## src/rtl/core/infix_to_postfix_converter_top_macros.svh

```systemverilog
// Assertion macros for the infix to postfix converter.
// Included by the modules that carry assertions; expects clk and rst_n in scope.
`ifndef INFIX_TO_POSTFIX_CONVERTER_TOP_MACROS_SVH
`define INFIX_TO_POSTFIX_CONVERTER_TOP_MACROS_SVH
`ifndef SYNTHESIS
`define ITP_ASSERT_ALWAYS(lbl, expr) \
  lbl: assert property (@(posedge clk) disable iff (!rst_n) (expr)) \
    else $error("itp: invariant violated");
`define ITP_ASSERT_IMPLY(lbl, ante, cons) \
  lbl: assert property (@(posedge clk) disable iff (!rst_n) (ante) |-> (cons)) \
    else $error("itp: implication violated");
`define ITP_ASSERT_NEXT(lbl, ante, cons) \
  lbl: assert property (@(posedge clk) disable iff (!rst_n) (ante) |=> (cons)) \
    else $error("itp: next-cycle check violated");
`else
`define ITP_ASSERT_ALWAYS(lbl, expr)
`define ITP_ASSERT_IMPLY(lbl, ante, cons)
`define ITP_ASSERT_NEXT(lbl, ante, cons)
`endif
`endif

```

## src/rtl/core/itp_pkg.sv

```systemverilog
// Shared types, character codes and precedence helpers for the converter.
// No dependencies; used by the stack cell and the top level.
package itp_pkg;

  localparam logic [7:0] CH_CARET   = 8'h5E;
  localparam logic [7:0] CH_PERCENT = 8'h25;
  localparam logic [7:0] CH_STAR    = 8'h2A;
  localparam logic [7:0] CH_SLASH   = 8'h2F;
  localparam logic [7:0] CH_PLUS    = 8'h2B;
  localparam logic [7:0] CH_MINUS   = 8'h2D;
  localparam logic [7:0] CH_OPEN    = 8'h28;
  localparam logic [7:0] CH_CLOSE   = 8'h29;
  localparam logic [7:0] CH_TERM    = 8'h00;

  // Precedence shifted up by one so it fits an unsigned field.
  localparam logic [2:0] RANK_NONE = 3'd0;
  localparam logic [2:0] RANK_ADD  = 3'd2;
  localparam logic [2:0] RANK_MUL  = 3'd3;
  localparam logic [2:0] RANK_POW  = 3'd4;

  localparam logic [1:0] ERR_OVERFLOW = 2'b01;
  localparam logic [1:0] ERR_UNMATCH  = 2'b10;

  typedef struct packed {
    logic push;
    logic pop;
  } stk_ctl_t;

  function automatic logic [2:0] rank_of(input logic [7:0] c);
    logic [2:0] r;
    r = RANK_NONE;
    if (c == CH_CARET) begin
      r = RANK_POW;
    end else if (c == CH_STAR || c == CH_PERCENT || c == CH_SLASH) begin
      r = RANK_MUL;
    end else if (c == CH_PLUS || c == CH_MINUS) begin
      r = RANK_ADD;
    end
    return r;
  endfunction

  function automatic logic is_operand(input logic [7:0] c);
    return (c >= 8'h30 && c <= 8'h39) || (c >= 8'h61 && c <= 8'h7A) ||
           (c >= 8'h41 && c <= 8'h5A);
  endfunction

endpackage

```

## src/rtl/core/itp_if.sv

```systemverilog
// Valid/ready channel interfaces for the converter's input and result words.
// No dependencies.
interface itp_in_if;
  logic       valid;
  logic       ready;
  logic       cmd;
  logic [7:0] ch;
  modport source (output valid, cmd, ch, input ready);
  modport sink   (input valid, cmd, ch, output ready);
endinterface

interface itp_out_if;
  logic       valid;
  logic       ready;
  logic [7:0] out_char;
  logic       last;
  logic [1:0] err_flags;
  modport source (output valid, out_char, last, err_flags, input ready);
  modport sink   (input valid, out_char, last, err_flags, output ready);
endinterface

```

## src/rtl/core/itp_cell.sv

```systemverilog
// One entry of the shifting operator stack.
// Depends on itp_pkg for the push/pop control struct.
module itp_cell (
  input  logic            clk,
  input  itp_pkg::stk_ctl_t ctl,
  input  logic [7:0]      from_above,
  input  logic [7:0]      from_below,
  output logic [7:0]      data
);

  logic [7:0] data_r;

  // A push moves every entry one cell deeper; a pop moves them back up.
  always_ff @(posedge clk) begin
    if (ctl.push) begin
      data_r <= from_above;
    end else if (ctl.pop) begin
      data_r <= from_below;
    end
  end

  assign data = data_r;

endmodule

```

## src/rtl/core/infix_to_postfix_converter_top.sv

```systemverilog
// Infix to postfix converter: control sequencer over a chain of stack cells.
// Depends on itp_pkg, itp_if, itp_cell and the assertion macro header.
//
//  channel   | dir | payload                         | handshake
//  in_chan   | in  | cmd, ch                         | valid/ready
//  out_chan  | out | out_char, last, err_flags       | valid/ready
//
// An operand or '(' is accepted in the idle state and processed in the work state.
// An operator, ')' or end word stays in the work state until it has sent its words from the stack.
// The stack is a row of cells with the top in cell 0, one shift per cycle while the result side does not stall.
// Reset is synchronous, active low, and leaves the stack empty.
// A stalled result word holds the sequencer until it is taken.
`include "infix_to_postfix_converter_top_macros.svh"

module infix_to_postfix_converter_top #(
  parameter int STACK_DEPTH = 32
) (
  input  logic           clk,
  input  logic           rst_n,
  itp_in_if.sink         in_chan,
  itp_out_if.source      out_chan
);

  localparam int CW = $clog2(STACK_DEPTH + 1);
  localparam logic ST_IDLE = 1'b0;
  localparam logic ST_WORK = 1'b1;

  logic          state_r, state_nxt;
  logic [CW-1:0] count_r, count_nxt;
  logic [1:0]    sticky_r, sticky_nxt;
  logic          item_cmd_r;
  logic [7:0]    item_ch_r;
  logic          out_valid_r, out_valid_nxt;
  logic [7:0]    out_char_r;
  logic          out_last_r;
  logic [1:0]    out_err_r;

  logic [7:0]    cell_q [STACK_DEPTH];
  itp_pkg::stk_ctl_t ctl, ctl_g;

  logic       out_free, step, done;
  logic       emit, emit_last;
  logic [7:0] emit_char;
  logic [1:0] emit_err;
  logic       empty, full, one;
  logic [7:0] top_q, nxt_q;
  logic [2:0] rank_in, rank_top, rank_nxt;

  genvar gi;
  generate
    for (gi = 0; gi < STACK_DEPTH; gi++) begin : g_cell
      logic [7:0] above, below;
      if (gi == 0) begin : g_head
        assign above = item_ch_r;
      end else begin : g_mid
        assign above = cell_q[gi-1];
      end
      if (gi == STACK_DEPTH - 1) begin : g_tail
        assign below = itp_pkg::CH_TERM;
      end else begin : g_body
        assign below = cell_q[gi+1];
      end
      itp_cell u_cell (
        .clk        (clk),
        .ctl        (ctl_g),
        .from_above (above),
        .from_below (below),
        .data       (cell_q[gi])
      );
    end
  endgenerate

  assign top_q    = cell_q[0];
  assign nxt_q    = cell_q[1];
  assign empty    = (count_r == '0);
  assign full     = (count_r == CW'(STACK_DEPTH));
  assign one      = (count_r == CW'(1));
  assign rank_in  = itp_pkg::rank_of(item_ch_r);
  assign rank_top = itp_pkg::rank_of(top_q);
  assign rank_nxt = itp_pkg::rank_of(nxt_q);
  assign out_free = !out_valid_r || out_chan.ready;
  assign step     = (state_r == ST_WORK) && out_free;

  always_comb begin
    ctl        = '0;
    emit       = 1'b0;
    emit_char  = top_q;
    emit_last  = 1'b0;
    emit_err   = 2'b00;
    done       = 1'b0;
    sticky_nxt = sticky_r;
    priority if (item_cmd_r) begin
      if (!empty) begin
        emit    = 1'b1;
        ctl.pop = 1'b1;
      end else begin
        emit       = 1'b1;
        emit_char  = itp_pkg::CH_TERM;
        emit_last  = 1'b1;
        emit_err   = sticky_r;
        sticky_nxt = 2'b00;
        done       = 1'b1;
      end
    end else if (itp_pkg::is_operand(item_ch_r)) begin
      emit      = 1'b1;
      emit_char = item_ch_r;
      emit_last = 1'b1;
      done      = 1'b1;
    end else if (item_ch_r == itp_pkg::CH_OPEN) begin
      if (full) begin
        sticky_nxt = sticky_r | itp_pkg::ERR_OVERFLOW;
      end else begin
        ctl.push = 1'b1;
      end
      done = 1'b1;
    end else if (item_ch_r == itp_pkg::CH_CLOSE) begin
      if (empty) begin
        sticky_nxt = sticky_r | itp_pkg::ERR_UNMATCH;
        done       = 1'b1;
      end else if (top_q == itp_pkg::CH_OPEN) begin
        ctl.pop = 1'b1;
        done    = 1'b1;
      end else begin
        emit      = 1'b1;
        ctl.pop   = 1'b1;
        emit_last = one || (nxt_q == itp_pkg::CH_OPEN);
      end
    end else begin
      if (!empty && (rank_in <= rank_top)) begin
        emit      = 1'b1;
        ctl.pop   = 1'b1;
        // The pop loop ends here when this is the last entry or the incoming operator outranks the next entry.
        emit_last = one || (rank_in > rank_nxt);
      end else begin
        if (full) begin
          sticky_nxt = sticky_r | itp_pkg::ERR_OVERFLOW;
        end else begin
          ctl.push = 1'b1;
        end
        done = 1'b1;
      end
    end
  end

  assign ctl_g = step ? ctl : '0;

  always_comb begin
    count_nxt = count_r;
    if (ctl_g.push) begin
      count_nxt = count_r + CW'(1);
    end else if (ctl_g.pop) begin
      count_nxt = count_r - CW'(1);
    end
  end

  always_comb begin
    state_nxt = state_r;
    unique case (state_r)
      ST_IDLE: begin
        if (in_chan.valid) begin
          state_nxt = ST_WORK;
        end
      end
      ST_WORK: begin
        if (step && done) begin
          state_nxt = ST_IDLE;
        end
      end
      default: state_nxt = ST_IDLE;
    endcase
  end

  always_comb begin
    out_valid_nxt = out_valid_r;
    if (step && emit) begin
      out_valid_nxt = 1'b1;
    end else if (out_chan.ready) begin
      out_valid_nxt = 1'b0;
    end
  end

  always_ff @(posedge clk) begin
    if (!rst_n) begin
      state_r     <= ST_IDLE;
      count_r     <= '0;
      sticky_r    <= 2'b00;
      out_valid_r <= 1'b0;
    end else begin
      state_r     <= state_nxt;
      count_r     <= count_nxt;
      out_valid_r <= out_valid_nxt;
      if (step) begin
        sticky_r <= sticky_nxt;
      end
    end
  end

  always_ff @(posedge clk) begin
    if (in_chan.valid && in_chan.ready) begin
      item_cmd_r <= in_chan.cmd;
      item_ch_r  <= in_chan.ch;
    end
    if (step && emit) begin
      out_char_r <= emit_char;
      out_last_r <= emit_last;
      out_err_r  <= emit_err;
    end
  end

  assign in_chan.ready      = (state_r == ST_IDLE);
  assign out_chan.valid     = out_valid_r;
  assign out_chan.out_char  = out_char_r;
  assign out_chan.last      = out_last_r;
  assign out_chan.err_flags = out_err_r;

  `ITP_ASSERT_ALWAYS(a_count_bound, count_r <= CW'(STACK_DEPTH))
  `ITP_ASSERT_IMPLY(a_no_pop_empty, ctl_g.pop, !empty)
  `ITP_ASSERT_IMPLY(a_no_push_full, ctl_g.push, !full)
  `ITP_ASSERT_NEXT(a_term_clears, step && item_cmd_r && emit_last, empty && (sticky_r == 2'b00))

endmodule

```

## src/flat_wrapper.sv

```systemverilog
// flat-port wrapper written by rule: the top's interface ports become plain ports
module infix_to_postfix_converter_top_flat 
#(
  parameter int STACK_DEPTH = 32
)
  (clk, rst_n, in_chan_valid, in_chan_cmd, in_chan_ch, in_chan_ready, out_chan_valid, out_chan_out_char, out_chan_last, out_chan_err_flags, out_chan_ready);
  itp_in_if in_chan_i ();
  itp_out_if out_chan_i ();
  input  logic clk;
  input  logic rst_n;
  input wire logic [$bits(in_chan_i.valid)-1:0] in_chan_valid;
  input wire logic [$bits(in_chan_i.cmd)-1:0] in_chan_cmd;
  input wire logic [$bits(in_chan_i.ch)-1:0] in_chan_ch;
  output wire logic [$bits(in_chan_i.ready)-1:0] in_chan_ready;
  output wire logic [$bits(out_chan_i.valid)-1:0] out_chan_valid;
  output wire logic [$bits(out_chan_i.out_char)-1:0] out_chan_out_char;
  output wire logic [$bits(out_chan_i.last)-1:0] out_chan_last;
  output wire logic [$bits(out_chan_i.err_flags)-1:0] out_chan_err_flags;
  input wire logic [$bits(out_chan_i.ready)-1:0] out_chan_ready;
  assign in_chan_i.valid = in_chan_valid;
  assign in_chan_i.cmd = in_chan_cmd;
  assign in_chan_i.ch = in_chan_ch;
  assign in_chan_ready = in_chan_i.ready;
  assign out_chan_valid = out_chan_i.valid;
  assign out_chan_out_char = out_chan_i.out_char;
  assign out_chan_last = out_chan_i.last;
  assign out_chan_err_flags = out_chan_i.err_flags;
  assign out_chan_i.ready = out_chan_ready;
  infix_to_postfix_converter_top #(.STACK_DEPTH(STACK_DEPTH)) u_core (.clk(clk), .rst_n(rst_n), .in_chan(in_chan_i), .out_chan(out_chan_i));
endmodule
```

## config.mk

```make
export PLATFORM = sky130hd
export DESIGN_NAME = infix_to_postfix_converter_top_flat
export DESIGN_NICKNAME = d
export VERILOG_FILES = /design/src/rtl/core/itp_pkg.sv /design/src/rtl/core/itp_if.sv /design/src/rtl/core/itp_cell.sv /design/src/rtl/core/infix_to_postfix_converter_top.sv /design/src/flat_wrapper.sv
export VERILOG_INCLUDE_DIRS = /design/src /design/src/rtl/core
export SDC_FILE = /design/constraint.sdc
export NUM_CORES = 1
export LEC_CHECK = 0
export BUFFER_PORTS_ARGS = -buffer_cell sky130_fd_sc_hd__buf_2
export CORE_MARGIN = 4
export CORE_UTILIZATION = 32
export CTS_CLUSTER_SIZE = 20
export DETAILED_ROUTE_END_ITERATION = 10
export PLACE_DENSITY_LB_ADDON = 0.1
export SYNTH_ARGS = -nofsm -noshare
export SYNTH_HDL_FRONTEND = slang
export SYNTH_SLANG_ARGS = --single-unit
```

## constraint.sdc

```tcl
create_clock -name clk -period 10.1 [get_ports clk]
set_input_delay 1.515 -clock clk [delete_from_list [all_inputs] [get_ports clk]]
set_output_delay 1.515 -clock clk [all_outputs]
set_load 0.005 [all_outputs]
```

==> metrics.json <==
{
  "cp.required": {"value": 10240, "unit": "ps"},
  "detail_route.wirelength": {"value": 22.2, "unit": "mm"},
  "synth_cells": {"value": 754},
  "synth_seq_area_share": {"value": 64.2, "unit": "%"},
  "cts-hold-fix-buffers": {"value": 0},
  "met1_track_usage_gr": {"value": 13.6, "unit": "%"},
  "ys_async_sr_fraction": {"value": 0, "unit": "%"},
  "clockBufferDepth": {"value": 3},
  "grt_start_max_net_pins": {"value": 199},
  "crit_type": {"value": "flop to flop"},
  "antenna_cells_inserted": {"value": 0},
  "ant_nets": {"value": 0},
  "worst_slew_margin_rel": {"value": 4.84, "unit": "%"},
  "mostFrequentLayoutCell": {"value": "sky130_fd_sc_hd__edfxtp_1"},
  "synthesis.yosys.warnings": {"value": 0},
  "slew_viol_final": {"value": 0},
  "detailedRoute.firstPassIterationCount": {"value": 4},
  "post_synth.cell_area_avg": {"value": 17.5, "unit": "um^2"},
  "gr-usage-all-layers": {"value": 10.1, "unit": "%"},
  "ys_seq_elements": {"value": 286},
  "placement.setup.worst_slack": {"value": 4800, "unit": "ps"},
  "share_comb_of_total_power": {"value": 24.4, "unit": "%"},
  "crit_arrival": {"value": 5440, "unit": "ps"},
  "leakage": {"value": 5.40, "unit": "nW"},
  "post-layout-total-power": {"value": 5.09, "unit": "mW"},
  "outcome": {"value": "complete, no violations"},
  "area_growth_syn_to_layout": {"value": 12.7, "unit": "%"},
  "pwr_density_cell": {"value": 342, "unit": "nW/um^2"},
  "vias_per_cell": {"value": 4.74},
  "routabilityCongestion": {"value": 0.818},
  "layout-drive-gt1-share": {"value": 30.8, "unit": "%"},
  "cts_setup_buffers": {"value": 0},
  "initial_utilization": {"value": 32.4, "unit": "%"},
  "post-route-period-util": {"value": 52.4, "unit": "%"},
  "gr-usage-met2": {"value": 15.7, "unit": "%"},
  "timing.final.crit_period": {"value": 5300, "unit": "ps"},
  "worst_clock_skew": {"value": 26.3, "unit": "ps"},
  "first_pass_grt_wire_length": {"value": 37.0, "unit": "mm"},
  "power_frac_seq": {"value": 50.5, "unit": "%"},
  "clkSlewWorstSetupHoldPaths": {"value": 60, "unit": "ps"},
  "htree_levels": {"value": 2},
  "remaining_drc_errors": {"value": 0},
  "cellInternalPower": {"value": 3.69, "unit": "mW"},
  "worstMarginPinSlew": {"value": 1430, "unit": "ps"},
  "hold_path.class": {"value": "flop to flop"},
  "die_y": {"value": 211, "unit": "um"},
  "critical_path_peak_fanout": {"value": 66},
  "reported_net_switching_power": {"value": 1.40, "unit": "mW"},
  "via_count": {"value": 6350},
  "core_area": {"value": 40800, "unit": "um^2"},
  "synth_area": {"value": 13200, "unit": "um^2"},
  "setup_slack": {"value": 4800, "unit": "ps"},
  "layout.nets": {"value": 804},
  "ctsResizeCount": {"value": 0},
  "total_setup_violations_reported_at_the_end_of_the_flow": {"value": 0},
  "cap_violations": {"value": 0},
  "cts_inserted_buffers": {"value": 35},
  "main_synth_ff_type": {"value": "sky130_fd_sc_hd__edfxtp_1"},
  "clkSinkCount": {"value": 286},
  "max_freq": {"value": 189, "unit": "MHz"},
  "fin_tns_setup": {"value": 0, "unit": "ps"},
  "worst_setup_path_end_kind": {"value": "flop"},
  "synth_cell_types": {"value": 58},
  "place_hpwl": {"value": 13.0, "unit": "mm"},
  "met3_usage": {"value": 2.60, "unit": "%"},
  "clkPwrFrac": {"value": 25.1, "unit": "%"},
  "grt_setup_unrepaired": {"value": "false"},
  "gr-total-overflow": {"value": 0},
  "postLayoutCoreUtil": {"value": 36.5, "unit": "%"},
  "tritoncts_clock_tree": {"value": "built"},
  "row_count": {"value": 74},
  "timing.reg2reg.setup_slack": {"value": 4800, "unit": "ps"},
  "wl_per_cell": {"value": 16.6, "unit": "um"},
  "synth.net_count": {"value": 777},
  "die_area": {"value": 44600, "unit": "um^2"},
  "boundaryPins": {"value": 26},
  "most-common-layout-cells": {"value": "sky130_fd_sc_hd__edfxtp_1 (276), sky130_fd_sc_hd__mux2_4 (100), sky130_fd_sc_hd__mux2_1 (90)"},
  "nFillCells": {"value": 3753},
  "synth_edf_count": {"value": 276},
  "grt_antenna_before_repair": {"value": 0},
  "grt-busiest-layer": {"value": "met2"},
  "die_width": {"value": 211, "unit": "um"},
  "first_iter_violations": {"value": 279},
  "critPathLaunchType": {"value": "flop"},
  "cts.root.buffer_cell": {"value": "sky130_fd_sc_hd__clkbuf_16"},
  "clock_latency": {"value": 530, "unit": "ps"},
  "p_sw_share": {"value": 27.5, "unit": "%"},
  "vdd.ir_drop.worst": {"value": 183, "unit": "uV"},
  "grt_pass1_vias": {"value": 6769},
  "finalHoldViolCount": {"value": 0},
  "numPortBuffers": {"value": 25}
}
cell type report:
cell class	count	area, um^2	area share [%]
clock inverter	23	248	1.66
multi-input combinational	417	4350	29.2
inverter	11	41.3	0.277
timing repair buffer	30	175	1.18
sequential	286	8490	57.0
tap	532	666	4.47
clock buffer	41	920	6.18
layer usage:
metal  wire length [um]  up-vias
met5                  0        -
met4                650        0
li1                   -     3012
met2              10200       81
met1              10500     3219
met3                890       38
metrics by stage:
step | instance area, um^2 | hold slack (ps) | std cells
2_1_floorplan | 13200 | 417 | 754
5_1_grt | 14900 | 513 | 1340
6_report | 14900 | 469 | 1340
4_1_cts | 14900 | 468 | 1340
3_3_place_gp | 13700 | 446 | 1276
3_5_place_dp | 13700 | 454 | 1276
synthesized netlist by cell type, types with 4 or more instances:
library cell / count / area [um^2]
sky130_fd_sc_hd__edfxtp_1: 276 / 8290
sky130_fd_sc_hd__mux2_4: 100 / 1500
sky130_fd_sc_hd__mux2_1: 90 / 1010
sky130_fd_sc_hd__mux2_2: 56 / 631
sky130_fd_sc_hd__buf_6: 22 / 248
sky130_fd_sc_hd__nand2_1: 15 / 56.3
sky130_fd_sc_hd__buf_2: 12 / 60.1
sky130_fd_sc_hd__a21oi_1: 11 / 55.1
sky130_fd_sc_hd__inv_1: 11 / 41.3
sky130_fd_sc_hd__nand3_1: 11 / 55.1
sky130_fd_sc_hd__and2_1: 10 / 62.6
sky130_fd_sc_hd__dfxtp_1: 10 / 200
sky130_fd_sc_hd__ha_1: 10 / 125
sky130_fd_sc_hd__nor2_1: 10 / 37.5
sky130_fd_sc_hd__o21ai_0: 9 / 45.0
sky130_fd_sc_hd__a22o_1: 7 / 61.3
sky130_fd_sc_hd__a31oi_1: 7 / 43.8
sky130_fd_sc_hd__nand2b_1: 7 / 43.8
sky130_fd_sc_hd__nor2b_1: 7 / 43.8
sky130_fd_sc_hd__and3_1: 6 / 37.5
sky130_fd_sc_hd__nor4bb_1: 6 / 60.1
sky130_fd_sc_hd__nor3_1: 4 / 20.0
sky130_fd_sc_hd__o2111ai_1: 4 / 35.0
logic make-up after synthesis:
logic type / after synthesis / share of synthesized area, %
buf+inv: 51 / 2.88
flops: 286 / 64.2
xor+xnor: 3 / 0.199
fa+ha+maj: 10 / 0.947
compound gates: 58 / 3.17
simple gates: 98 / 4.60
mux: 248 / 24.0
power by group through the flow:
stage	combinational (mW)	sequential, mW	clock [mW]
detailed placement	1.25	2.60	0
global route	1.37	2.65	1.39
CTS	1.27	2.58	1.33
global placement	1.21	2.58	0
floorplan	1.05	2.55	0
finish	1.24	2.57	1.28
registers in the layout, indices dropped and copies added, names as in the netlist:
register / flops
u_core.count_r: 6
u_core.g_cell.above: 8
u_core.g_cell.u_cell.data: 256
u_core.item_cmd_r: 1
u_core.out_chan.err_flags: 2
u_core.out_chan.last: 1
u_core.out_chan.out_char: 8
u_core.out_chan.valid: 1
u_core.state_r: 1
u_core.sticky_r: 2
worst max-delay path, cell delays in order, from the launching register on:
cell	delay, ps
sky130_fd_sc_hd__edfxtp_1	530
sky130_fd_sc_hd__nor4b_4	470
sky130_fd_sc_hd__nand3_1	120
sky130_fd_sc_hd__nor2_1	180
sky130_fd_sc_hd__ha_1	280
sky130_fd_sc_hd__a211o_1	290
sky130_fd_sc_hd__a31oi_1	190
sky130_fd_sc_hd__a31oi_1	380
sky130_fd_sc_hd__nand2_4	770
sky130_fd_sc_hd__buf_4	790
sky130_fd_sc_hd__buf_4	750
final timing paths:
kind | cells past startpoint | start | endpoint
min reg2reg | 2 | u_core.sticky_r[1] | u_core.sticky_r[1]
max reg2reg | 10 | u_core.g_cell[0].above[4] | u_core.g_cell[11].u_cell.data[1]
max | 10 | u_core.g_cell[0].above[4] | u_core.g_cell[11].u_cell.data[1]
min | 2 | u_core.sticky_r[1] | u_core.sticky_r[1]
Power figures use the tool's default switching activity.
